==> config.mk <==
export PLATFORM = sky130hd
export DESIGN_NAME = binary_to_decimal_ascii_top
export DESIGN_NICKNAME = d
export VERILOG_FILES = /design/src/hw/rtl/b2da_pkg.sv /design/src/hw/rtl/binary_to_decimal_ascii_top.sv
export VERILOG_INCLUDE_DIRS = /design/src /design/src/hw/rtl
export SDC_FILE = /design/constraint.sdc
export NUM_CORES = 1
export LEC_CHECK = 0
export BUFFER_PORTS_ARGS = -buffer_cell sky130_fd_sc_hd__buf_2
export CAP_MARGIN = 20
export CORE_ASPECT_RATIO = 0.8
export CORE_UTILIZATION = 42
export CTS_BUF_LIST = sky130_fd_sc_hd__clkbuf_8
export DETAILED_ROUTE_END_ITERATION = 6
export HOLD_SLACK_MARGIN = 0.08
export PLACE_DENSITY = 0.68
export SLEW_MARGIN = 10
export SYNTH_ARGS = -nofsm -noshare
export SYNTH_HDL_FRONTEND = slang
export SYNTH_SLANG_ARGS = --single-unit
==> constraint.sdc <==
create_clock -name i_clk -period 7.2 [get_ports i_clk]
set_clock_uncertainty 0.05 [all_clocks]
set_input_delay 0.36 -clock i_clk [delete_from_list [all_inputs] [get_ports i_clk]]
set_output_delay 0.36 -clock i_clk [all_outputs]
set_load 0.02 [all_outputs]
==> src/hw/rtl/binary_to_decimal_ascii_top_macros.svh <==
// ----------------------------------------------------------------------------
// binary_to_decimal_ascii_top_macros
// assertion macros for the binary to decimal ascii converter
// ----------------------------------------------------------------------------
`ifndef BINARY_TO_DECIMAL_ASCII_TOP_MACROS_SVH
`define BINARY_TO_DECIMAL_ASCII_TOP_MACROS_SVH

`ifndef NO_ASSERTIONS

// property that must hold whenever its antecedent is seen
`define B2DA_ASSERT(lbl, prop) \
    lbl: assert property (@(posedge i_clk) disable iff (!i_rst_n) (prop)) \
        else $error("b2da assertion failed");

// condition in one cycle implies a condition in the next
`define B2DA_ASSERT_NEXT(lbl, cond, nxt) \
    lbl: assert property (@(posedge i_clk) disable iff (!i_rst_n) (cond) |=> (nxt)) \
        else $error("b2da assertion failed");

`else

`define B2DA_ASSERT(lbl, prop)
`define B2DA_ASSERT_NEXT(lbl, cond, nxt)

`endif

`endif

==> src/hw/rtl/b2da_pkg.sv <==
// ----------------------------------------------------------------------------
// b2da_pkg
// shared constants of the binary to decimal ascii converter
// ----------------------------------------------------------------------------
package b2da_pkg;

    localparam int B2DA_VALUE_BITS = 32;
    localparam int B2DA_DIGIT_W    = 4;
    localparam int B2DA_ASCII_W    = 6;

    localparam logic [B2DA_ASCII_W-1:0] B2DA_ASCII_ZERO = 6'd48;

endpackage

==> src/hw/rtl/binary_to_decimal_ascii_top.sv <==
// ----------------------------------------------------------------------------
// binary_to_decimal_ascii_top
// a shift-add-3 (double-dabble) conversion runs over the VALUE_BITS input bits,
// then the digit positions are scanned one per cycle, most significant first;
// digits are strobed from the first nonzero one, or only the last if all are zero.
// synchronous active-low reset returns to idle; the receiver cannot stall.
// ----------------------------------------------------------------------------
`include "binary_to_decimal_ascii_top_macros.svh"

module binary_to_decimal_ascii_top
    import b2da_pkg::*;
#(
    parameter int VALUE_BITS = B2DA_VALUE_BITS
) (
    input  logic                    i_clk,
    input  logic                    i_rst_n,
    input  logic                    start,
    output logic                    busy,
    input  logic [VALUE_BITS-1:0]   i_value,
    output logic                    o_strobe,
    output logic [B2DA_ASCII_W-1:0] o_ascii_digit,
    output logic                    o_last_digit
);

    localparam int NUM_DIGITS = ((VALUE_BITS * 1233) >> 12) + 1;
    localparam int BCD_W      = NUM_DIGITS * B2DA_DIGIT_W;
    localparam int BIT_CNT_W  = (VALUE_BITS > 1) ? $clog2(VALUE_BITS) : 1;
    localparam int DIG_CNT_W  = $clog2(NUM_DIGITS + 1);

    localparam logic [1:0] ST_IDLE = 2'd0;
    localparam logic [1:0] ST_CONV = 2'd1;
    localparam logic [1:0] ST_EMIT = 2'd2;

    logic [1:0]              r_state,   n_state;
    logic [VALUE_BITS-1:0]   r_bin,     n_bin;
    logic [BCD_W-1:0]        r_bcd,     n_bcd;
    logic [BIT_CNT_W-1:0]    r_bit_cnt, n_bit_cnt;
    logic [DIG_CNT_W-1:0]    r_dig_cnt, n_dig_cnt;
    logic                    r_seen,    n_seen;
    logic                    r_strobe,  n_strobe;
    logic [B2DA_ASCII_W-1:0] r_ascii,   n_ascii;
    logic                    r_last,    n_last;

    logic [BCD_W-1:0]        w_adj;
    logic [B2DA_DIGIT_W-1:0] w_top;
    logic                    w_emit;
    logic                    w_final;

    // add 3 to every digit of 5 or more before the shift
    for (genvar g = 0; g < NUM_DIGITS; g++) begin : g_adj
        assign w_adj[g*B2DA_DIGIT_W +: B2DA_DIGIT_W] =
            (r_bcd[g*B2DA_DIGIT_W +: B2DA_DIGIT_W] >= 4'd5) ?
            r_bcd[g*B2DA_DIGIT_W +: B2DA_DIGIT_W] + 4'd3 :
            r_bcd[g*B2DA_DIGIT_W +: B2DA_DIGIT_W];
    end

    assign w_top   = r_bcd[BCD_W-1 -: B2DA_DIGIT_W];
    assign w_final = (r_dig_cnt == DIG_CNT_W'(1));
    assign w_emit  = r_seen || (w_top != '0) || w_final;

    always_comb begin
        n_state   = r_state;
        n_bin     = r_bin;
        n_bcd     = r_bcd;
        n_bit_cnt = r_bit_cnt;
        n_dig_cnt = r_dig_cnt;
        n_seen    = r_seen;
        n_strobe  = 1'b0;
        n_ascii   = r_ascii;
        n_last    = r_last;
        unique case (r_state)
            ST_IDLE: begin
                if (start) begin
                    n_state   = ST_CONV;
                    n_bin     = i_value;
                    n_bcd     = '0;
                    n_bit_cnt = BIT_CNT_W'(VALUE_BITS - 1);
                end
            end
            ST_CONV: begin
                n_bcd = {w_adj[BCD_W-2:0], r_bin[VALUE_BITS-1]};
                n_bin = r_bin << 1;
                if (r_bit_cnt == '0) begin
                    n_state   = ST_EMIT;
                    n_dig_cnt = DIG_CNT_W'(NUM_DIGITS);
                    n_seen    = 1'b0;
                end else begin
                    n_bit_cnt = r_bit_cnt - BIT_CNT_W'(1);
                end
            end
            ST_EMIT: begin
                n_bcd    = r_bcd << B2DA_DIGIT_W;
                n_seen   = w_emit;
                n_strobe = w_emit;
                n_ascii  = B2DA_ASCII_ZERO + {{(B2DA_ASCII_W-B2DA_DIGIT_W){1'b0}}, w_top};
                n_last   = w_final;
                if (w_final) begin
                    n_state = ST_IDLE;
                end else begin
                    n_dig_cnt = r_dig_cnt - DIG_CNT_W'(1);
                end
            end
            default: begin
                n_state = ST_IDLE;
            end
        endcase
    end

    always_ff @(posedge i_clk) begin
        if (!i_rst_n) begin
            r_state  <= ST_IDLE;
            r_strobe <= 1'b0;
        end else begin
            r_state  <= n_state;
            r_strobe <= n_strobe;
        end
    end

    always_ff @(posedge i_clk) begin
        r_bin     <= n_bin;
        r_bcd     <= n_bcd;
        r_bit_cnt <= n_bit_cnt;
        r_dig_cnt <= n_dig_cnt;
        r_seen    <= n_seen;
        r_ascii   <= n_ascii;
        r_last    <= n_last;
    end

    assign busy          = (r_state != ST_IDLE);
    assign o_strobe      = r_strobe;
    assign o_ascii_digit = r_ascii;
    assign o_last_digit  = r_last;

    `B2DA_ASSERT_NEXT(a_accept_conv, start && !busy, r_state == ST_CONV)
    `B2DA_ASSERT(a_strobe_from_emit, o_strobe |-> $past(r_state == ST_EMIT))
    `B2DA_ASSERT(a_digit_range, o_strobe |-> (o_ascii_digit >= 6'd48 && o_ascii_digit <= 6'd57))
    `B2DA_ASSERT(a_last_idle, (o_strobe && o_last_digit) |-> (r_state == ST_IDLE))

endmodule

==> flow_summary_export.csv <==
group,metric,value,unit
floorplan,rows,34,
routing,first_pass_iters,4,
placement,finalWeightedCongestion,0.711,
pwr,seq_power_share,50.7,%
cells_and_area,final.fill_count,983,
synth,ys.warnings.count,0,
critical_path,worstPathRequired,7.15,ns
cts,cts_buffers,9,
cts,clk_pin_slew,0.09,ns
routing,drc,0,
floorplan,die_x,121,um
critical_path,r2r_cells,6,
synth,ys_ff_latch,90,
worst_hold_path,whs_endpoint,"o_strobe$_SDFF_PN0_",
worst_hold_path,whs_path_depth,2,
cells_and_area,drive_gt1_share,24.3,%
global_route,grt_pass1_vias,2861,
cts,cts_max_level,3,
floorplan,num_io_pins,44,
pwr,leakage,2.03,nW
cts,cts_tree,"yes",
critical_path,worstSetupPathType,"reg -> reg",
sta,timing.final.crit_share,42.9,%
sta,hold_viol,0,
pwr,swShare,29.5,%
floorplan,core,0.0110,sq mm
cts,insertion_delay,0.36,ns
pwr,p_int,1.08,mW
cells_and_area,layout_commonest_cell,"edfxtp_1",
sta,fmax,323,MHz
pwr,combPwrFrac,23.8,%
pwr,p_switching,0.450,mW
critical_path,cp-start-kind,"flip-flop",
placement,io_buffers,41,
cts,cts_sinks,90,
cts,clk_path_buf_depth,2,
sta,fin_setup_tns,0,ns
routing,postRouteWirelength,8090,um
worst_hold_path,worstHoldStart,"i_rst_n",
synth,synthesis.area,0.00480,sq mm
cts,cts_setup_buffers,0,
placement,dpl.hpwl,5400,um
global_route,grt_overflow,0,
sta,slew_headroom,37.7,%
global_route,grt_pass1_wl,13400,um
cells_and_area,fin_nets,501,
sta,rsz0062_at_grt,"no",
sta,setup_viol,0,
cts,cts_resized,0,
synth,synth-seq-area-share,55.7,%
synth,synthCells,395,
pwr,ir_drop,127,uV
global_route,antenna_found_initial,0,
routing,vias_per_cell,5.11,
cells_and_area,area_growth,12.8,%
routing,post_drt_wl_per_cell,13.8,um
critical_path,r2r_end,"r_bit_cnt[1]$_SDFFCE_PN1P_",
routing,dr_total_vias,2987,
routing,drt_iter0_markers,177,
sta,fin_ws,4.11,ns
global_route,track_usage,14.4,%
global_route,grt_start_max_net_pins,45,
floorplan,die_area,0.0119,sq mm
cells_and_area,antenna_cells,0,
sta,drv_slew,0,
cts,cts_hold_buf,0,
synth,avgSynthCellArea,12.1,sq um
worst_hold_path,hold_path_class,"in -> reg",
floorplan,start_util,43.7,%
critical_path,r2r_start,"r_state[1]$_SDFFE_PN0P_",
placement,preCtsSetupSlack,4.10,ns
sta,tightest_slew,0.934,ns
critical_path,cp_max_fo,44,
critical_path,arrival,3.04,ns
floorplan,die_y,97.6,um
pwr,clkPwrFrac,25.5,%
critical_path,rrSetupSlack,4.11,ns
cells_and_area,layout_common_cells,"edfxtp_1, nand2_1, buf_2",
pwr,power.density,283,mW/mm^2
job,cap_violations,0,
critical_path,endpoint_kind,"flip-flop",
routing,antenna_left,0,
outcome,outcome,"finished, final reports clean",
sta,timing.final.crit_period,3.09,ns
synth,ys_types,38,
cts,cts_root_buf,"clkbuf_8",
synthesized netlist by cell type:
cell	n	area, sq um
a21oi_4	1	16.3
buf_6	1	11.3
inv_1	30	113
nor2_1	5	18.8
nand2_1	48	180
a21boi_0	2	15.0
nor4b_1	1	8.76
nor3_1	2	10.0
buf_4	2	15.0
a41o_1	1	10.0
clkbuf_2	1	5.00
o21ai_0	38	190
conb_1	1	3.75
nor4b_4	1	23.8
edfxtp_1	87	2610
mux2_2	39	439
clkbuf_1	4	15.0
xnor2_1	14	123
and2b_1	1	7.51
a211oi_2	1	12.5
or3b_4	1	11.3
o21ai_1	1	5.00
o311ai_0	1	8.76
and3_1	2	12.5
xor2_1	8	70.1
nand4_1	1	6.26
and2_1	4	25.0
nor2b_1	2	12.5
nand2b_1	11	68.8
a211oi_1	2	15.0
a21o_1	1	7.51
o211a_1	1	10.0
buf_2	8	40.0
dfxtp_1	3	60.1
o31ai_1	7	52.6
nor3b_1	10	75.1
a21oi_1	22	110
ha_1	30	375
stage by stage:
stage                     hold slack (ns)  cells  util, %  total power, mW  cell area [sq um]
after floorplan                     0.376    396        -             1.05               4800
after global placement              0.391    567     46.7             1.12               5130
after detailed placement            0.391    568     47.0             1.15               5150
after CTS                           0.190    584     49.0             1.54               5380
after global routing                0.201    585     49.3             1.61               5410
final                               0.210    585     49.3             1.53               5410
worst max-delay path: stages, from the launching register on:
cell	delay, ns
dfxtp_1	0.35
inv_1	0.11
ha_2	0.80
inv_1	0.20
o21ai_2	0.17
buf_4	0.38
a21boi_0	0.65
worst max-delay path by stage:
stage                     cells after the start                          to                    start  slack, ns
after floorplan                               6  r_bit_cnt[0]$_SDFFCE_PN1P_  r_state[1]$_SDFFE_PN0P_       3.12
after global placement                        4          r_bcd[6]$_DFFE_PP_  r_state[1]$_SDFFE_PN0P_       4.12
after detailed placement                      6  r_bit_cnt[1]$_SDFFCE_PN1P_  r_state[1]$_SDFFE_PN0P_       4.10
after CTS                                     6  r_bit_cnt[1]$_SDFFCE_PN1P_  r_state[1]$_SDFFE_PN0P_       4.07
after global routing                          6  r_bit_cnt[0]$_SDFFCE_PN1P_  r_state[1]$_SDFFE_PN0P_       3.83
final                                         6  r_bit_cnt[1]$_SDFFCE_PN1P_  r_state[1]$_SDFFE_PN0P_       4.11
routing by layer:
| layer | routed length (um) | vias up | track usage, % |
|---|---|---|---|
| met1 | 3870 | 1438 | 19.1 |
| met2 | 3820 | 50 | 22.2 |
| met3 | 285 | 11 | 3.70 |
| met4 | 111 | 0 | 5.60 |
| li1 | - | 1488 | - |
| met5 | 0 | - | 0 |
logic make-up (layout without fill, tap and decap cells):
group	after synthesis	after routing	share of synthesized area, %
AO/OA/AOI/OAI	78	78	9.44
XOR/XNOR	22	22	4.02
adder cells (fa/ha/maj)	30	30	7.83
buffers and inverters	46	91	4.15
flip-flops	90	90	55.7
multiplexers	39	39	9.16
other	1	2	0.0782
AND/OR/NAND/NOR	89	89	9.60
final cells by class:
| class | count | area, sq um | area share, % |
|---|---|---|---|
| Tap cell | 144 | 180 | 3.33 |
| Multi-Input combinational cell | 260 | 1940 | 35.9 |
| Inverter | 30 | 113 | 2.08 |
| Timing Repair Buffer | 45 | 275 | 5.09 |
| Clock inverter | 7 | 101 | 1.87 |
| Sequential cell | 90 | 2670 | 49.4 |
| Clock buffer | 9 | 124 | 2.29 |
power by group through the flow:
stage,clock (mW),sequential (mW),combinational (mW)
after floorplan,0,0.766,0.288
after global placement,0,0.781,0.340
after detailed placement,0,0.786,0.360
after CTS,0.402,0.775,0.361
after global routing,0.419,0.787,0.407
final,0.390,0.774,0.363
sequential cells by signal, summed over array words and instances, names as in the netlist:
register	cells
o_last_digit	1
r_bit_cnt	5
r_dig_cnt	4
r_state	2
r_bin	32
r_bcd	40
o_strobe	1
r_seen	1
o_ascii_digit	4
Note: power is estimated with default switching activity, not from simulation.
